<file path="src/hw/rtl/dfalex_pkg.sv">
`timescale 1ns / 1ps
// Shared types, codes and defaults of the table-driven DFA lexer.
// No dependencies; every other file of the block imports this package.
package dfalex_pkg;

    localparam int NUM_STATES_DEF    = 256;
    localparam int NUM_TERMINALS_DEF = 64;
    localparam int POSITION_BITS_DEF = 16;

    // Result queue depth and the widths that follow from it.
    localparam int OUTQ_DEPTH = 4;
    localparam int OUTQ_AW    = $clog2(OUTQ_DEPTH);
    localparam int OUTQ_CW    = $clog2(OUTQ_DEPTH + 1);

    typedef enum logic [2:0] {
        OP_LOAD_TRANS  = 3'd0,
        OP_LOAD_ACCEPT = 3'd1,
        OP_LOAD_SKIP   = 3'd2,
        OP_CHAR        = 3'd3,
        OP_END         = 3'd4
    } t_op;

    typedef enum logic [1:0] {
        KIND_TOKEN = 2'd0,
        KIND_DONE  = 2'd1,
        KIND_ERROR = 2'd2
    } t_kind;

    typedef struct packed {
        logic [2:0] op;
        logic [7:0] table_state;
        logic [7:0] table_char;
        logic [7:0] next_state_value;
        logic [5:0] terminal_value;
        logic       skip_value;
        logic [7:0] source_char;
    } t_in_item;

    typedef struct packed {
        t_kind       kind;
        logic [5:0]  token_terminal;
        logic [15:0] token_from;
        logic [15:0] token_to;
        logic [15:0] error_position;
        logic        last;
    } t_res_item;

    // Up to two result items written into the queue in one cycle, a before b.
    typedef struct packed {
        logic [1:0] n;
        t_res_item  a;
        t_res_item  b;
    } t_push;

    // Table write request, already range checked.
    typedef struct packed {
        logic       trans_we;
        logic       acc_we;
        logic       skip_we;
        logic [7:0] state;
        logic [7:0] chr;
        logic [7:0] nxt;
        logic [5:0] term;
        logic       skip;
    } t_tbl_wr;

    function automatic t_res_item mk_token(input logic [5:0] term, input logic [15:0] from,
                                           input logic [15:0] upto, input logic last);
        t_res_item r;
        r                = '0;
        r.kind           = KIND_TOKEN;
        r.token_terminal = term;
        r.token_from     = from;
        r.token_to       = upto;
        r.last           = last;
        return r;
    endfunction

    function automatic t_res_item mk_error(input logic [15:0] pos);
        t_res_item r;
        r                = '0;
        r.kind           = KIND_ERROR;
        r.error_position = pos;
        r.last           = 1'b1;
        return r;
    endfunction

    function automatic t_res_item mk_done();
        t_res_item r;
        r      = '0;
        r.kind = KIND_DONE;
        r.last = 1'b1;
        return r;
    endfunction

endpackage

</file>
<file path="src/hw/rtl/dfalex_ifs.sv">


interface dfalex_res_if import dfalex_pkg::*; ();
    logic      valid;
    logic      ready;
    t_res_item payload;
    modport source (output valid, output payload, input ready);
    modport sink (input valid, input payload, output ready);
endinterface

</file>
<file path="src/hw/rtl/dfalex_outq.sv">
`timescale 1ns / 1ps
// Small result queue that takes up to two items per cycle and drives the
// result channel. Depends on dfalex_pkg and dfalex_res_if.
module dfalex_outq import dfalex_pkg::*; (
    input  logic               i_clk,
    input  logic               i_rst_n,
    input  t_push              i_push,
    output logic [OUTQ_CW-1:0] o_count,
    dfalex_res_if.source       o_res
);

    t_res_item          r_mem [0:OUTQ_DEPTH-1];
    logic [OUTQ_AW-1:0] r_wp;
    logic [OUTQ_AW-1:0] r_rp;
    logic [OUTQ_CW-1:0] r_count;
    logic [OUTQ_AW-1:0] wp_next;
    logic               pop;

    assign pop           = o_res.valid && o_res.ready;
    assign wp_next       = r_wp + 1'b1;
    assign o_res.valid   = (r_count != '0);
    assign o_res.payload = r_mem[r_rp];
    assign o_count       = r_count;

    always_ff @(posedge i_clk) begin
        if (!i_rst_n) begin
            r_wp    <= '0;
            r_rp    <= '0;
            r_count <= '0;
        end else begin
            r_wp    <= r_wp + OUTQ_AW'(i_push.n);
            r_rp    <= r_rp + OUTQ_AW'(pop);
            r_count <= r_count + OUTQ_CW'(i_push.n) - OUTQ_CW'(pop);
        end
    end

    always_ff @(posedge i_clk) begin
        if (i_push.n != 2'd0) begin
            r_mem[r_wp] <= i_push.a;
        end
        if (i_push.n == 2'd2) begin
            r_mem[wp_next] <= i_push.b;
        end
    end

endmodule

</file>
<file path="src/flat_wrapper.sv">
// flat-port wrapper written by rule: the top's interface ports become plain ports
module dfalex_outq_flat import dfalex_pkg::*;
  (i_clk, i_rst_n, i_push, o_count, o_res_valid, o_res_payload, o_res_ready);
  dfalex_res_if o_res_i ();
  input  logic i_clk;
  input  logic i_rst_n;
  input  t_push i_push;
  output logic [OUTQ_CW-1:0] o_count;
  output wire logic [$bits(o_res_i.valid)-1:0] o_res_valid;
  output wire logic [$bits(o_res_i.payload)-1:0] o_res_payload;
  input wire logic [$bits(o_res_i.ready)-1:0] o_res_ready;
  assign o_res_valid = o_res_i.valid;
  assign o_res_payload = o_res_i.payload;
  assign o_res_i.ready = o_res_ready;
  dfalex_outq u_core (.i_clk(i_clk), .i_rst_n(i_rst_n), .i_push(i_push), .o_count(o_count), .o_res(o_res_i));
endmodule
</file>
<file path="config.mk">
export PLATFORM = sky130hd
export DESIGN_NAME = dfalex_outq_flat
export DESIGN_NICKNAME = d
export VERILOG_FILES = /design/src/hw/rtl/dfalex_pkg.sv /design/src/hw/rtl/dfalex_ifs.sv /design/src/hw/rtl/dfalex_outq.sv /design/src/flat_wrapper.sv
export SDC_FILE = /design/constraint.sdc
export NUM_CORES = 1
export LEC_CHECK = 0
export ABC_AREA = 1
export BUFFER_PORTS_ARGS = -buffer_cell sky130_fd_sc_hd__clkbuf_2
export CORE_ASPECT_RATIO = 1.2
export CORE_UTILIZATION = 57
export CTS_CLUSTER_DIAMETER = 150
export DETAILED_ROUTE_END_ITERATION = 12
export GPL_TIMING_DRIVEN = 0
export PLACE_DENSITY = 0.87
export SLEW_MARGIN = 20
export SYNTH_ARGS = -nofsm -noshare
export SYNTH_HDL_FRONTEND = slang
export SYNTH_SLANG_ARGS = --single-unit
</file>
<file path="constraint.sdc">
create_clock -name i_clk -period 6.3 [get_ports i_clk]
set_clock_uncertainty 0.1 [all_clocks]
set_input_delay 0.63 -clock i_clk [delete_from_list [all_inputs] [get_ports i_clk]]
set_output_delay 0.63 -clock i_clk [all_outputs]
set_load 0.1 [all_outputs]
</file>
Word-level counts from Yosys, hierarchy flattened
Memories as Yosys holds them, arrays and structs flattened. A register that Yosys moved wholly into a read port is not among the register bits.
Cells that the tools add are included.
- add/sub/neg operators: 5
- eq/ne operators: 1
- muxes and demuxes: 5
- reductions and logical operators: 3
- operators by type and width (kind ; count):
    1-bit 2-to-1 mux ; 4
    3-bit by 2-bit adder with 3-bit output ; 1
    3-bit nonzero test ; 1
    3-bit by 1-bit subtractor with 3-bit output ; 1
    2-bit by 1-bit adder with 2-bit output ; 1
    2-bit by 1-bit adder with 2-bit output (second input constant) ; 1
    2-bit adder ; 1
    2-bit == test (second input constant) ; 1
    2-bit 2-to-1 mux ; 1
    2-bit nonzero test ; 1
    1-bit logical AND ; 1
- register bits: 7
- RAM bits: 228
- output and inout bits: 61
- logic and storage cells: 18
- memories kept: 1
- memory list (name ; depth ; bits a word ; rd ports ; clocked after Yosys merged registers in ; write ports ; line ; text):
    u_core.r_mem ; 4 ; 57 ; 1 ; 1 ; 2 ; dfalex_outq.sv:12 ; t_res_item r_mem [0:OUTQ_DEPTH-1];

Longest topological paths before layout
- depth after elaboration: 4
- gate-level depth with buffers: 10

Least setup slack after synthesis
Ideal clock, no wire load.
- path type: input-to-reg
- start: in i_push[114] (netlist name)
- end: mem u_core.r_mem[3][0] (netlist name) (enable)
- setup time: 0.557 ns
- arrival: 4.898 ns
- path slack: 0.745 ns
- stages on the path: 2
- cell sequence: nor2_1 o31ai_1
- RTL lines (element ; line ; text):
    from (decl) ; flat_wrapper.sv:7 ; input t_push i_push;
    to (decl) ; dfalex_outq.sv:12 ;

==> summary by stage <==
Status
The flow ran to the end, and the final reports show no timing, DRC or antenna violations.

Logic synthesis
The number of flip-flops and latches in the synthesized netlist is between 200 and 250. The distinct cell type count after synthesis is 26. The count of mapped cells out of synthesis is about 1,200. During synthesis, Yosys emitted a total of 0 warnings. The number of enable-type register cells in the synthesized netlist is about 230.

The most used flip-flop cell after synthesis is edfxtp_1. After synthesis, flip-flops and latches occupy between 60% and 70% of the total area. The average cell area after synthesis is 9.60 um2. The number of nets in the synthesized netlist is between 1,000 and 1,500. Of all flip-flops after synthesis, the portion carrying an async set or reset was 0%. The post-synthesis cell area is roughly 11,000 um2.

Critical path
In this run the critical register-to-register path is launched from u_core.r_wp[1]. STA classifies the critical path startpoint as a flop. At the worst endpoint, the required time is 5.57 ns. For the worst flop-to-flop path, the logic depth is 8. The beginning of the critical path is u_core.r_rp[1]. The arrival time of data at the critical path endpoint is ~2.8 ns. Of all nets on the critical path, the largest fanout is 10. The category of the critical setup timing path is reg -> out.

The nature of the critical path endpoint is an output port.

Finish
Across the whole layout, storage elements account for roughly 7000 um2. The relative area change from synthesis to final layout is 19.3%. The diode insertion count for antenna repair is 0. For this run, the share of the core covered by cells in the final layout is between 60% and 70%.

The multi-input combinational cells in the finished layout cover a total of between 3000 and 4000 um2. The number of nets in the layout is about 1,500. After routing the design area is 13,500 um2. In the layout the commonest cells are nand2_1, edfxtp_1, o21ai_0. The post-route netlist has between 10% and 20% of its cells at a drive strength greater than 1. The library cell used most frequently in the layout, excluding fill and tap cells, is nand2_1. Fill cells in the final layout number 1,506.

CTS
The number of clock buffers added by TritonCTS is 23. The number of setup buffers added after CTS is 0. TritonCTS built the clock tree.

CTS built an H-tree with a depth of 1. The number of sinks driven by the clock tree is between 200 and 250. After clock tree synthesis, the repair step resized 0 gates.

The post-CTS clock slew at the launch and capture registers of the worst setup and hold paths is ~0.07 ns. The worst-case clock buffer depth is 3. The number of hold buffers added after cts is 0. The root cell of the clock tree is clkbuf_16. The worst-skew pair later-pin latency is 0.51 ns.

Floorplanning
The core box area is between 15,000 and 20,000 um2. The die height is 156 um. The floorplan step set the die width to about 130 um. The row count is 56.

The boundary pin count is 180. The initial standard-cell utilization of the core is around 58%. The area of the die is approximately 20,000 um2.

Timing
Setup repair after global routing left no endpoint under its margin. The smallest hold slack is about 0.33 ns. Setup total negative slack on the finished layout was measured at 0 ns. The number of failing hold endpoints at the final stage came to 0.

Of the available clock period, the critical path in the final layout requires 55.9%. The post-route minimum period is 3.52 ns. The setup-violating endpoint count in the final report is 0.

The transition time at the pin with the least slew margin is roughly 0.7 ns. In this run the tightest slew margin relative to its limit is a little over half. The final max-slew violation count is 0.

The fmax is between 200 and 300 MHz.

Routing
After detailed routing, the number of remaining DRC violations is 0. In the final routed layout, each cell accounts on average for 20.2 um. The total wire length is approximately 34 mm. Dividing the detail-routed via count by the number of cells gives between 5 and 6. The antenna violation net count after detailed routing is 0.

The detailed router finished its first iteration with roughly 1,100 violations. The total number of vias is just under 10,000. The first-pass iteration count of the detailed router is 7.

Placed design
The final weighted congestion in routability-driven placement is between 0.8 and 0.9. The detailed placer's ending HPWL is around 22 mm. The count of buffers added on input and output ports is ~180. The placed instance area is between 10,000 and 15,000 um2.

Flow run
The number of max-capacitance violations reported is 0.

Global routing
The total global routing overflow is 0. The first global-routing pass estimated 50.5 mm of wire. Across every metal layer, demand over resource in global routing totals between 30% and 40%. The initial antenna violation count was 0.

Entering global routing, the biggest net connects 40 pins. The via count of the first global-routing pass is ~9,800.

Power
The static power due to leakage is roughly 5.7 nW. Power comes to 5.64 mW. The power density relative to cell area is between 400 and 500 nW/um2. The worst-case vdd ir drop is 431 uV.

Worst hold path
The worst min-delay path class is in -> reg. The source of the worst hold timing path is i_rst_n. The count of cells along the worst hold path is 3.
[cells in the mapped netlist, drive strengths merged (3+ instances only)]
cell type  count  area share (%)
o22ai         57             3.2
inv           70             2.3
o21ai        343              15
clkbuf        45             1.5
buf           40             2.3
nand2        248             8.3
edfxtp       228              61
nand3          3            0.18
dfxtp          7             1.2
ha             3            0.33
nor2         126             4.3
[worst max-delay path, cell delays in order, from the launching register on]
cell	delay, ns
dfxtp_1	0.36
inv_1	0.14
buf_2	0.27
clkbuf_1	0.47
o21ai_0	0.23
o22ai_1	0.27
clkbuf_2	0.52
[layout make-up]
cell class | count | share of cell area, %
flip-flops and latches | 235 | 51.9
multi-input cells | 786 | 27.1
repair buffers | 187 | 7.75
clock buffers | 25 | 4.40
plain buffers | 85 | 3.21
well taps | 261 | 2.42
inverters | 70 | 1.95
clock inverters | 16 | 1.34
[per-layer routing]
metal | part of all wire, % | up-vias | GRT usage (%)
met5 | 0 | - | 0
met3 | 11 | 85 | 5.04
met2 | 52 | 692 | 57.2
met1 | 35 | 4595 | 40.5
li1 | - | 4546 | -
met4 | 2.8 | 0 | 14.5
[metrics by stage]
stage,setup slack (ns),instances
6_report,2.78,1665
5_1_grt,2.74,1665
4_1_cts,2.83,1665
3_5_place_dp,3.39,1624
3_3_place_gp,-2.59,1616
2_1_floorplan,0.745,1176
[path summary, 6_finish.rpt]
check / endpoint / slack [ns]
setup reg to reg: u_core.r_mem[3][18] / 3.72
hold / removal: u_core.o_count[0] / 0.33
hold reg to reg: u_core.o_count[2] / 0.42
setup / recovery: o_res_payload[41] / 2.78
[state kept, by name, indices dropped and copies added, names as in the netlist]
register        cells
u_core.r_wp         2
u_core.r_rp         2
u_core.r_mem      228
u_core.o_count      3
[kinds of logic after synthesis]
group	after synthesis	synth area share [%]
compound gates	402	18.5
simple gates	378	12.8
flops	235	61.9
buf+inv	155	6.16
fa+ha+maj	4	0.510
xor+xnor	2	0.155
[report_power, final]
part	switching, mW	leakage [nW]	total [mW]	internal [mW]
Combinational	1.89	3.11	2.25	0.368
Sequential	0.0406	2.20	1.94	1.90
Clock	0.601	0.378	1.44	0.842
(Power assumes the default switching activity.)
